$ cat src/hw/rtl/clnws_pkg.sv
// Shared types, constants and command tables for the character LCD nibble write sequencer.
package clnws_pkg;

  // Columns per display row; set-cursor columns at or above this are rejected.
  localparam int unsigned ROW_COLUMNS = 16;

  localparam int unsigned CFG_DATA_W  = 16;
  localparam int unsigned CFG_INDEX_W = 2;
  localparam int unsigned INIT_BYTES  = 5;
  localparam int unsigned INIT_IDX_W  = $clog2(INIT_BYTES);

  // Configuration register indexes.
  localparam logic [CFG_INDEX_W-1:0] CFG_ENABLE_PULSE = 2'd0;
  localparam logic [CFG_INDEX_W-1:0] CFG_NIBBLE_GAP   = 2'd1;
  localparam logic [CFG_INDEX_W-1:0] CFG_SETTLE       = 2'd2;
  localparam logic [CFG_INDEX_W-1:0] CFG_POWER_UP     = 2'd3;

  // Request function codes.
  localparam logic [2:0] FUNC_COMMAND = 3'd0;
  localparam logic [2:0] FUNC_DATA    = 3'd1;
  localparam logic [2:0] FUNC_CURSOR  = 3'd2;
  localparam logic [2:0] FUNC_CGRAM   = 3'd3;
  localparam logic [2:0] FUNC_INIT    = 3'd4;

  // Fixed command bytes.
  localparam logic [7:0] CMD_RETURN_HOME = 8'h02;
  localparam logic [7:0] CMD_FUNC_SET    = 8'h28;
  localparam logic [7:0] CMD_DISPLAY_ON  = 8'h0C;
  localparam logic [7:0] CMD_ENTRY_MODE  = 8'h06;
  localparam logic [7:0] CMD_CLEAR       = 8'h01;

  localparam logic [2:0] DDRAM_ROW0_TOP = 3'b100;
  localparam logic [2:0] DDRAM_ROW1_TOP = 3'b110;
  localparam logic [1:0] CGRAM_TOP      = 2'b01;

  typedef struct packed {
    logic [2:0] func;
    logic [7:0] byte_value;
    logic [1:0] row;
    logic [4:0] column;
    logic [3:0] glyph_slot;
  } req_t;

  typedef struct packed {
    logic [3:0]  data_nibble;
    logic        reg_select;
    logic        enable;
    logic [15:0] hold_us;
    logic        last;
  } phase_t;

  typedef enum logic [1:0] {
    RK_NONE,
    RK_BYTE,
    RK_INIT
  } req_kind_t;

  typedef enum logic [1:0] {
    PK_POWER,
    PK_BYTE,
    PK_EXTRA
  } phase_kind_t;

  typedef enum logic [1:0] {
    ST_IDLE,
    ST_POWER,
    ST_BYTE,
    ST_EXTRA
  } state_t;

  // Controller to datapath.
  typedef struct packed {
    logic                  load;
    logic                  emit;
    phase_kind_t           kind;
    logic [1:0]            phase;
    logic [INIT_IDX_W-1:0] init_idx;
    logic                  init_sel;
    logic                  last;
  } dp_cmd_t;

  // Datapath to controller.
  typedef struct packed {
    logic      out_free;
    req_kind_t req_kind;
  } dp_status_t;

  function automatic logic [7:0] init_byte(input logic [INIT_IDX_W-1:0] idx);
    logic [7:0] b;
    case (idx)
      3'd0:    b = CMD_RETURN_HOME;
      3'd1:    b = CMD_FUNC_SET;
      3'd2:    b = CMD_DISPLAY_ON;
      3'd3:    b = CMD_ENTRY_MODE;
      3'd4:    b = CMD_CLEAR;
      default: b = CMD_CLEAR;
    endcase
    return b;
  endfunction

endpackage

$ cat src/hw/rtl/clnws_ctrl.sv
// Controller state machine that steps through the phases of each request.
module clnws_ctrl (
  input  logic                  clk,
  input  logic                  rst,
  input  logic                  req_valid,
  output logic                  req_stall,
  input  clnws_pkg::dp_status_t status,
  output clnws_pkg::dp_cmd_t    cmd
);
  import clnws_pkg::*;

  state_t                state, state_next;
  logic [1:0]            phase, phase_next;
  logic [INIT_IDX_W-1:0] idx, idx_next;
  logic                  init_flag, init_flag_next;
  logic                  accept;

  assign accept = req_valid && (state == ST_IDLE);

  always_ff @(posedge clk) begin
    if (rst) begin
      state     <= ST_IDLE;
      phase     <= '0;
      idx       <= '0;
      init_flag <= 1'b0;
    end else begin
      state     <= state_next;
      phase     <= phase_next;
      idx       <= idx_next;
      init_flag <= init_flag_next;
    end
  end

  always_comb begin
    state_next     = state;
    phase_next     = phase;
    idx_next       = idx;
    init_flag_next = init_flag;
    case (state)
      ST_IDLE: begin
        phase_next = '0;
        idx_next   = '0;
        if (accept) begin
          case (status.req_kind)
            RK_BYTE: begin
              state_next     = ST_BYTE;
              init_flag_next = 1'b0;
            end
            RK_INIT: begin
              state_next     = ST_POWER;
              init_flag_next = 1'b1;
            end
            default: state_next = ST_IDLE;
          endcase
        end
      end
      ST_POWER: begin
        if (status.out_free) begin
          state_next = ST_BYTE;
        end
      end
      ST_BYTE: begin
        if (status.out_free) begin
          phase_next = phase + 2'd1;
          if (phase == 2'd3) begin
            if (!init_flag) begin
              state_next = ST_IDLE;
            end else if (idx == INIT_IDX_W'(INIT_BYTES - 1)) begin
              state_next = ST_EXTRA;
            end else begin
              idx_next = idx + INIT_IDX_W'(1);
            end
          end
        end
      end
      ST_EXTRA: begin
        if (status.out_free) begin
          state_next = ST_IDLE;
        end
      end
      default: state_next = ST_IDLE;
    endcase
  end

  always_comb begin
    req_stall    = (state != ST_IDLE);
    cmd          = '0;
    cmd.kind     = PK_BYTE;
    cmd.phase    = phase;
    cmd.init_idx = idx;
    cmd.init_sel = init_flag;
    case (state)
      ST_IDLE: begin
        cmd.load = accept;
      end
      ST_POWER: begin
        cmd.emit = status.out_free;
        cmd.kind = PK_POWER;
      end
      ST_BYTE: begin
        cmd.emit = status.out_free;
        cmd.last = (phase == 2'd3) && !init_flag;
      end
      ST_EXTRA: begin
        cmd.emit = status.out_free;
        cmd.kind = PK_EXTRA;
        cmd.last = 1'b1;
      end
      default: cmd.load = 1'b0;
    endcase
  end

endmodule

$ cat src/hw/rtl/clnws_dp.sv
// Datapath: configuration registers, request decode and the phase output register.
module clnws_dp #(
  parameter int unsigned ROW_COLUMNS = clnws_pkg::ROW_COLUMNS
) (
  input  logic                                clk,
  input  logic                                rst,
  input  clnws_pkg::req_t                     req,
  input  logic                                cfg_we,
  input  logic [clnws_pkg::CFG_INDEX_W-1:0]   cfg_index,
  input  logic [clnws_pkg::CFG_DATA_W-1:0]    cfg_data,
  input  clnws_pkg::dp_cmd_t                  cmd,
  output clnws_pkg::dp_status_t               status,
  output logic                                ph_valid,
  input  logic                                ph_stall,
  output clnws_pkg::phase_t                   ph
);
  import clnws_pkg::*;

  logic [7:0]  enable_pulse_us;
  logic [15:0] nibble_gap_us;
  logic [15:0] settle_us;
  logic [15:0] power_up_us;

  logic [7:0]  req_byte;
  logic        req_rs;
  logic [7:0]  dec_byte;
  logic        dec_rs;
  req_kind_t   dec_kind;
  logic        col_ok;

  logic [7:0]  cur_byte;
  logic [3:0]  cur_nibble;
  phase_t      ph_next;

  always_ff @(posedge clk) begin
    if (rst) begin
      enable_pulse_us <= 8'd1;
      nibble_gap_us   <= 16'd200;
      settle_us       <= 16'd2000;
      power_up_us     <= 16'd20000;
    end else if (cfg_we) begin
      case (cfg_index)
        CFG_ENABLE_PULSE: enable_pulse_us <= cfg_data[7:0];
        CFG_NIBBLE_GAP:   nibble_gap_us   <= cfg_data;
        CFG_SETTLE:       settle_us       <= cfg_data;
        CFG_POWER_UP:     power_up_us     <= cfg_data;
        default:          power_up_us     <= power_up_us;
      endcase
    end
  end

  assign col_ok = {1'b0, req.column} < 6'(ROW_COLUMNS);

  // Work out the byte to send and whether the request yields any phases at all.
  always_comb begin
    dec_byte = req.byte_value;
    dec_rs   = 1'b0;
    dec_kind = RK_NONE;
    case (req.func)
      FUNC_COMMAND: dec_kind = RK_BYTE;
      FUNC_DATA: begin
        dec_rs   = 1'b1;
        dec_kind = RK_BYTE;
      end
      FUNC_CURSOR: begin
        if (req.row == 2'd0) begin
          dec_byte = {DDRAM_ROW0_TOP, req.column};
        end else begin
          dec_byte = {DDRAM_ROW1_TOP, req.column};
        end
        if (col_ok && (req.row inside {2'd0, 2'd1})) begin
          dec_kind = RK_BYTE;
        end
      end
      FUNC_CGRAM: begin
        dec_byte = {CGRAM_TOP, req.glyph_slot[2:0], 3'b000};
        if (!req.glyph_slot[3]) begin
          dec_kind = RK_BYTE;
        end
      end
      FUNC_INIT: dec_kind = RK_INIT;
      default:   dec_kind = RK_NONE;
    endcase
  end

  always_ff @(posedge clk) begin
    if (cmd.load) begin
      req_byte <= dec_byte;
      req_rs   <= dec_rs;
    end
  end

  assign cur_byte   = cmd.init_sel ? init_byte(cmd.init_idx) : req_byte;
  assign cur_nibble = cmd.phase[1] ? cur_byte[3:0] : cur_byte[7:4];

  always_comb begin
    ph_next      = '0;
    ph_next.last = cmd.last;
    case (cmd.kind)
      PK_POWER: begin
        ph_next.hold_us = power_up_us;
      end
      PK_EXTRA: begin
        // The pins stay where the clear command left them.
        ph_next.data_nibble = CMD_CLEAR[3:0];
        ph_next.hold_us     = settle_us;
      end
      default: begin
        ph_next.data_nibble = cur_nibble;
        ph_next.reg_select  = cmd.init_sel ? 1'b0 : req_rs;
        ph_next.enable      = !cmd.phase[0];
        if (!cmd.phase[0]) begin
          ph_next.hold_us = {8'd0, enable_pulse_us};
        end else if (cmd.phase[1]) begin
          ph_next.hold_us = settle_us;
        end else begin
          ph_next.hold_us = nibble_gap_us;
        end
      end
    endcase
  end

  always_ff @(posedge clk) begin
    if (rst) begin
      ph_valid <= 1'b0;
    end else if (cmd.emit) begin
      ph_valid <= 1'b1;
    end else if (!ph_stall) begin
      ph_valid <= 1'b0;
    end
  end

  always_ff @(posedge clk) begin
    if (cmd.emit) begin
      ph <= ph_next;
    end
  end

  assign status.out_free = !ph_valid || !ph_stall;
  assign status.req_kind = dec_kind;

endmodule

$ cat src/hw/rtl/char_lcd_nibble_write_sequencer.sv
// Top level of the character LCD nibble write sequencer.
//
//  port group   direction  handshake             payload
//  req          in         req_valid/req_stall   func, byte_value, row, column, glyph_slot
//  ph           out        ph_valid/ph_stall     data_nibble, reg_select, enable, hold_us, last
//  cfg          in         cfg_we                cfg_index, cfg_data
//
// One request is taken at a time. A byte request is decoded and loaded on acceptance,
// then goes out as four phases, one phase per cycle while ph is not stalled; init sends
// a power-up phase, five command bytes and an extra settle phase, and a request that
// yields no phases is dropped without leaving idle. The phase counter in the controller
// steps the phases. Reset restores the register defaults and leaves the block idle and ready.
module char_lcd_nibble_write_sequencer #(
  parameter int unsigned ROW_COLUMNS = clnws_pkg::ROW_COLUMNS
) (
  input  logic                              clk,
  input  logic                              rst,
  input  logic                              req_valid,
  output logic                              req_stall,
  input  clnws_pkg::req_t                   req,
  output logic                              ph_valid,
  input  logic                              ph_stall,
  output clnws_pkg::phase_t                 ph,
  input  logic                              cfg_we,
  input  logic [clnws_pkg::CFG_INDEX_W-1:0] cfg_index,
  input  logic [clnws_pkg::CFG_DATA_W-1:0]  cfg_data
);
  import clnws_pkg::*;

  dp_cmd_t    cmd;
  dp_status_t status;

  clnws_ctrl u_ctrl (
    .clk       (clk),
    .rst       (rst),
    .req_valid (req_valid),
    .req_stall (req_stall),
    .status    (status),
    .cmd       (cmd)
  );

  clnws_dp #(
    .ROW_COLUMNS (ROW_COLUMNS)
  ) u_dp (
    .clk       (clk),
    .rst       (rst),
    .req       (req),
    .cfg_we    (cfg_we),
    .cfg_index (cfg_index),
    .cfg_data  (cfg_data),
    .cmd       (cmd),
    .status    (status),
    .ph_valid  (ph_valid),
    .ph_stall  (ph_stall),
    .ph        (ph)
  );

endmodule

$ cat config.mk
export PLATFORM = sky130hd
export DESIGN_NAME = char_lcd_nibble_write_sequencer
export DESIGN_NICKNAME = d
export VERILOG_FILES = /design/src/hw/rtl/clnws_pkg.sv /design/src/hw/rtl/clnws_ctrl.sv /design/src/hw/rtl/clnws_dp.sv /design/src/hw/rtl/char_lcd_nibble_write_sequencer.sv
export SDC_FILE = /design/constraint.sdc
export NUM_CORES = 1
export LEC_CHECK = 0
export BUFFER_PORTS_ARGS = -buffer_cell sky130_fd_sc_hd__buf_2
export CORE_UTILIZATION = 40
export DETAILED_ROUTE_END_ITERATION = 12
export PLACE_DENSITY = 0.61
export SLEW_MARGIN = 20
export SYNTH_ARGS = -nofsm -noshare
export SYNTH_HDL_FRONTEND = slang
export SYNTH_SLANG_ARGS = --single-unit
$ cat constraint.sdc
create_clock -name clk -period 3.6 [get_ports clk]
set_input_delay 0.9 -clock clk [delete_from_list [all_inputs] [get_ports clk]]
set_output_delay 0.9 -clock clk [all_outputs]
set_load 0.05 [all_outputs]
==> results of run 1 <==
## synth_stat cells
cell      instances
o211ai_1          1
ha_1              8
nor3b_1           5
mux2_2            9
a211oi_1          4
nor2b_1           3
a21oi_1          57
nor3_1            2
nor2_1           41
edfxtp_1         32
nand3b_1         15
a22o_1            1
inv_2             1
clkbuf_2          1
nand2_1         122
a311oi_1          3
buf_2             7
o21ai_0          20
inv_1             7
a211o_1           1
mux2i_1          37
buf_6             2
clkbuf_1         17
buf_1             2
and3_1            2
or2_2             2
buf_4             4
a31oi_1           4
or3_1             1
nor4_1            1
dfxtp_1          65
nand3_1           2
or4_1             1
nand4_1           1
nand2b_1          7
and2_1            3
## registers in the layout (all words and copies together), names as in the netlist, 2 cells and up
register	cells
u_dp.power_up_us	16
u_dp.enable_pulse_us	8
u_ctrl.phase	2
u_dp.ph	23
u_dp.req_byte	8
u_ctrl.state	2
u_dp.nibble_gap_us	16
u_ctrl.idx	3
u_dp.settle_us	16
## metal layers
metal / up-vias / routed length, um / share of wire [%]
li1: 1789 / - / -
met1: 1664 / 4651 / 47
met2: 78 / 4704 / 47
met3: 11 / 407 / 4.1
met4: 0 / 166 / 1.7
met5: - / 0 / 0
## worst min path at each step
stage / slack [ns] / depth (start not counted) / endpoint / from
final: 0.46 / 2 / u_dp.nibble_gap_us[14]$_SDFFE_PP0P_ / u_dp.nibble_gap_us[14]$_SDFFE_PP0P_
after global routing: 0.48 / 2 / u_dp.power_up_us[6]$_SDFFE_PP0P_ / u_dp.power_up_us[6]$_SDFFE_PP0P_
after CTS: 0.46 / 2 / u_dp.nibble_gap_us[14]$_SDFFE_PP0P_ / u_dp.nibble_gap_us[14]$_SDFFE_PP0P_
after detailed placement: 0.45 / 2 / u_dp.nibble_gap_us[15]$_SDFFE_PP0P_ / u_dp.nibble_gap_us[15]$_SDFFE_PP0P_
after global placement: 0.44 / 2 / u_dp.power_up_us[4]$_SDFFE_PP0P_ / u_dp.power_up_us[4]$_SDFFE_PP0P_
after floorplan: 0.43 / 2 / u_dp.power_up_us[12]$_SDFFE_PP0P_ / u_dp.power_up_us[12]$_SDFFE_PP0P_
## area by class of cell
class	instances	area (um2)	area share (%)
clock buffer	12	198.9	3.900
timing repair buffer	79	420.4	8.241
multi-input combinational	353	1981	38.83
tap	140	175.2	3.434
sequential	97	2262	44.35
inverter	8	30.03	0.5887
clock inverter	4	33.78	0.6623
## cell usage in the layout, fill, tap and decap left out, drive strengths merged
| master | synthesis | routed |
|---|---|---|
| and2 | 3 | 3 |
| nor2 | 41 | 41 |
| edfxtp | 32 | 32 |
| o211ai | 1 | 1 |
| or4 | 1 | 1 |
| clkinvlp | 0 | 1 |
| a22o | 1 | 1 |
| ha | 8 | 8 |
| a311oi | 3 | 3 |
| or3 | 1 | 1 |
| a211o | 1 | 1 |
| dfxtp | 65 | 65 |
| a211oi | 4 | 4 |
| mux2i | 37 | 37 |
| nor4 | 1 | 1 |
| nand4 | 1 | 1 |
| o21ai | 20 | 20 |
| clkbuf | 18 | 12 |
| nand2b | 7 | 7 |
| nor2b | 3 | 3 |
| inv | 8 | 11 |
| a21oi | 57 | 57 |
| nor3 | 2 | 2 |
| nand2 | 122 | 122 |
| buf | 15 | 79 |
| or2 | 2 | 2 |
| nor3b | 5 | 5 |
| mux2 | 9 | 9 |
| a31oi | 4 | 4 |
| nand3b | 15 | 15 |
| nand3 | 2 | 2 |
| and3 | 2 | 2 |
## power by group
group | total [mW] | internal [mW] | switching (mW)
Sequential | 1.25 | 1.22 | 0.0302
Combinational | 0.479 | 0.144 | 0.334
Clock | 0.781 | 0.385 | 0.395
Total | 2.51 | 1.75 | 0.760
## per-stage QoR
| step | hold slack, ns | setup slack, ns |
|---|---|---|
| 2_1_floorplan | 0.4338 | 1.004 |
| 3_3_place_gp | 0.4424 | 1.080 |
| 3_5_place_dp | 0.4482 | 1.086 |
| 4_1_cts | 0.4615 | 1.281 |
| 5_1_grt | 0.4760 | 1.215 |
| 6_report | 0.4583 | 1.300 |
## worst max-delay path, cell delays in order (launching register included)
cell and delay, ns:
dfxtp_1 0.32, nor2_1 0.42, inv_1 0.07, buf_2 0.22
## logic make-up (layout without fill, tap and decap cells)
kind of cell    after synthesis  after routing  synth area share (%)
fa+ha+maj                     8              8                 2.257
simple gates                208            208                 20.63
buf+inv                      41            103                 4.373
flops                        97             97                 51.02
compound gates               91             91                 11.09
mux                          46             46                 10.64
==> metrics.cfg, run 1 <==
[synthesis]
ys_ff_latch = 97
synthCells = 491
synthTopCellsByArea = dfxtp_1 (29%), edfxtp_1 (22%), nand2_1 (10%)
yosysTopAreaCell = dfxtp_1
synth_area_um2 = 4434
syn-num-nets = 544
synth_top_area_share_pct = 29.35
yosysSeqAreaShare_pct = 51.02
synth_cell_type_count = 36
yosys_warnings = 0
avgSynthCellArea_um2 = 9.031

[grt]
grt_pass1_vias = 3250
grt_start_max_net_pins = 45
grt_pass1_wl_mm = 16.06
grt_util_all_layers_pct = 18.14
use_met3_pct = 2.482
grtUsageMet1_pct = 24.32
grt_antenna_before_repair = 0
grt_use_met2_pct = 29.49
gr-max-usage-layer = met2
overflow = 0

[worst_setup_path]
r2r_slack_ns = 1.42
cp_max_fo = 7
r2r_start = u_ctrl.phase[1]$_SDFFE_PP0P_
endpoint_kind = output port
cp-start-kind = register
required_ns = 2.70
critPathKind = reg2out
reg2reg_depth = 4
critPathCapture = req_stall
crit_start = u_ctrl.state[0]$_SDFFE_PP0P_
arrival_ns = 1.40
r2r_end = u_ctrl.idx[2]$_SDFFE_PP0P_

[timing]
setup_tns_ns = 0
finClkSkew_ns = 0.01361
tightest_slew_ns = 0.9350
min_period_ns = 2.300
timing_hold_violations_final = 0
slew_headroom_pct = 37.58
timing.final.crit_share_pct = 63.90
fmax_mhz = 434.7
slew_viol_final = 0
rsz0062_at_grt = no
setup-violations-final = 0

[floorplanning]
die-area_um2 = 11510
coreArea_um2 = 10840
io_pins = 70
die_x_um = 107.3
die_height_um = 107.3
start_util_pct = 40.90
row_count = 38

[layout]
layout-drive-gt1-share_pct = 19.53
nets = 601
diodes = 0
final_area_um2 = 5101
fill_cells = 1047
stdcell_count = 693
syn_to_final_growth_pct = 15.04
utilization_pct = 47.06

[power_and_ir_drop]
ir_drop_mv = 0.2161
p_total_mw = 2.513
power_leakage_nw = 1.949
pwr_density_cell_nw_per_um2 = 492.6

[cts]
hold_buffers = 0
cts_inserted_buffers = 9
cts_root_buf = clkbuf_8
postCtsResizedCells = 0
cts.path.max_buffers = 2
clkLatencyLatePin_ns = 0.38
cts_tree = yes
clock_sinks = 97
post-cts-setup-buffers = 0
clk_pin_slew_ns = 0.09
htree_levels = 3

[route]
drt_iter0_drc = 129
post-route-drc-count = 0
vias = 3542
dr.pass1.iters = 4
ant_nets = 0
wl_per_cell_um = 14.33
viasPerCell = 5.111
drt-total-wl_mm = 9.930

[placement]
gp_congestion = 0.7376
place_hpwl_mm = 6.693
place_area_um2 = 4868
numPortBuffers = 69
dpl.cell_count = 677

[hold_path]
hp-class = reg2reg

[status]
outcome = finished clean

[flow_run]
max-cap-violations = 0

Note: power is estimated with default switching activity, not from simulation.
==> run 2, diff against run 1 <==
Settings changed: ABC_AREA from default to 1, PLACE_DENSITY 0.61 to 0.63.
Clock period 3.6 ns to 2 ns, I/O delays scaled along.
==> metrics.cfg, run 2 <==
[power_and_ir_drop]
ir_drop_mv = 0.3774
power_leakage_nw = 2.165
pwr_density_cell_nw_per_um2 = 860.8
p_total_mw = 4.321

[synthesis]
synthCells = 512
async_reset_ff_share_pct = 0
ys_ff_latch = 97
synth_top_area_share_pct = 30.56
yosysSeqAreaShare_pct = 53.13
synth_common_cells = nor2_1 (74), o21ai_0 (70), dfxtp_1 (65)
synth_area_um2 = 4258
synth_fa_ha_area_share_pct = 2.351
synth.most_common_cell = nor2_1
syn-num-nets = 565
synth_cell_type_count = 28
synth_xor_area_share_pct = 0
synth_edf_count = 32
synthSimpleGateAreaFrac_pct = 17.78
avgSynthCellArea_um2 = 8.316
synthFlopType = dfxtp_1
synthMuxAreaShare_pct = 0
synthTopCellsByArea = dfxtp_1 (31%), edfxtp_1 (23%), o21ai_0 (8.2%)
synth_top_family_by_area = compound AO/OA/AOI/OAI gates
yosysTopAreaCell = dfxtp_1
yosys_warnings = 0
synth_compound_area_share_pct = 18.78

[placement]
gp_congestion = 0.8413
place_hpwl_mm = 6.970
numPortBuffers = 69
place_area_um2 = 4850
dpl.cell_count = 716

[floorplanning]
coreArea_um2 = 10320
start_util_pct = 41.24
row_count = 37
io_pins = 70
die-area_um2 = 11060
die_height_um = 105.2
die_x_um = 105.2

[worst_setup_path]
critPathTopFamily = buffers and inverters
cp_num_buf_inv = 3
cp.depth = 4
r2r_start = u_ctrl.phase[1]$_SDFFE_PP0P_
critPathKind = reg2out
slowest_stage = dfxtp_1
cp_slowest_stage_delay_ns = 0.45
r2r_end = u_dp.ph[12]$_DFFE_PP_
crit_chain = buf_4, nor2_4, inv_1, buf_2
critPathCapture = req_stall
cp_max_fo = 6
arrival_ns = 1.42
crit_start = u_ctrl.state[1]$_SDFFE_PP0P_
reg2reg_depth = 4
required_ns = 1.50
r2r_slack_ns = 0.23
cp-start-kind = register
endpoint_kind = output port

[timing]
tightest_slew_ns = 0.6148
rsz0062_at_grt = no
slew_viol_final = 0
min_period_ns = 1.919
fmax_mhz = 521.0
setup-violations-final = 0
slew_headroom_pct = 58.90
timing.final.crit_share_pct = 95.97
finClkSkew_ns = 0.01057
setup_tns_ns = 0
timing_hold_violations_final = 0

[grt]
grt_start_max_net_pins = 62
grt_pass1_vias = 3503
grt_util_all_layers_pct = 19.33
grt_antenna_before_repair = 0
grt_pass1_wl_mm = 16.75
overflow = 0

[layout]
final_cell_mix = nor2_1 (73), o21ai_0 (70), buf_2 (69)
largest_reg_flops = 23
seq_area_um2 = 2262
stdcell_count = 732
regMostFlops = u_dp.ph
nets = 644
layout-drive-gt1-share_pct = 19.30
syn_to_final_growth_pct = 17.90
diodes = 0
final_common_cell = nor2_1
fill_cells = 992
final_area_um2 = 5020
utilization_pct = 48.62
multi_input_area_um2 = 1659

[route]
drt_iter0_drc = 235
post-route-drc-count = 0
viasPerCell = 5.000
wl_per_cell_um = 13.83
dr.pass1.iters = 5
vias = 3660
ant_nets = 0
drt-total-wl_mm = 10.12

[status]
outcome = finished clean

[cts]
postCtsResizedCells = 0
cts_inserted_buffers = 9
clock_sinks = 97
cts_root_buf = clkbuf_8
hold_buffers = 0
cts_tree = yes
post-cts-setup-buffers = 0
clk_pin_slew_ns = 0.10
cts.path.max_buffers = 2
htree_levels = 3
clkLatencyLatePin_ns = 0.37

[flow_run]
max-cap-violations = 0

[hold_path]
hp-class = in2reg

run 2: logic make-up after synthesis:
group | count (synthesis)
compound gates | 145
flops | 97
fa+ha+maj | 8
simple gates | 181
buf+inv | 81
run 2: layer usage:
layer	up-vias	part of all wire (%)	global-route usage, %
li1	1880	-	-
met1	1641	46	24.87
met2	123	47	31.50
met3	16	5.3	3.119
met4	0	1.7	9.557
met5	-	0	0
run 2: how the worst min path moves through the flow:
stage                                  startpoint                                  to  cells past startpoint
3_3_place_gp   u_dp.nibble_gap_us[7]$_SDFFE_PP1P_  u_dp.nibble_gap_us[7]$_SDFFE_PP1P_                      2
3_5_place_dp   u_dp.nibble_gap_us[6]$_SDFFE_PP1P_  u_dp.nibble_gap_us[6]$_SDFFE_PP1P_                      2
6_report                                      rst          u_dp.ph_valid$_SDFFE_PP0P_                      2
5_1_grt                                       rst          u_dp.ph_valid$_SDFFE_PP0P_                      2
4_1_cts                                       rst        u_ctrl.state[0]$_SDFFE_PP0P_                      2
2_1_floorplan  u_dp.nibble_gap_us[3]$_SDFFE_PP1P_  u_dp.nibble_gap_us[3]$_SDFFE_PP1P_                      2
run 2: power breakdown:
| group | leakage (nW) | switching, mW | internal [mW] |
|---|---|---|---|
| Clock | 0.0830 | 0.690 | 0.450 |
| Combinational | 1.24 | 0.623 | 0.261 |
| Sequential | 0.839 | 0.0762 | 2.22 |
| Total | 2.16 | 1.39 | 2.93 |
run 2: area by class of cell:
class / count / share of cell area, %
inverters: 60 / 4.487
well taps: 136 / 3.390
clock buffers: 9 / 2.468
clock inverters: 7 / 0.9222
flip-flops and latches: 97 / 45.06
repair buffers: 89 / 10.62
multi-input cells: 334 / 33.05
run 2: metrics by stage:
stage / worst slack (ns) / hold slack (ns)
finish: 0.08066 / 0.3607
global placement: 0.1281 / 0.4337
detailed placement: 0.06554 / 0.4400
floorplan: 0.2004 / 0.4236
CTS: 0.08037 / 0.3475
global route: 0.03902 / 0.3535
run 2: worst reg2reg max path: stages (launching register included):
cell	delay, ns
dfxtp_1	0.54
clkinv_1	0.40
buf_4	0.31
nor2_1	0.10
o221ai_1	0.14
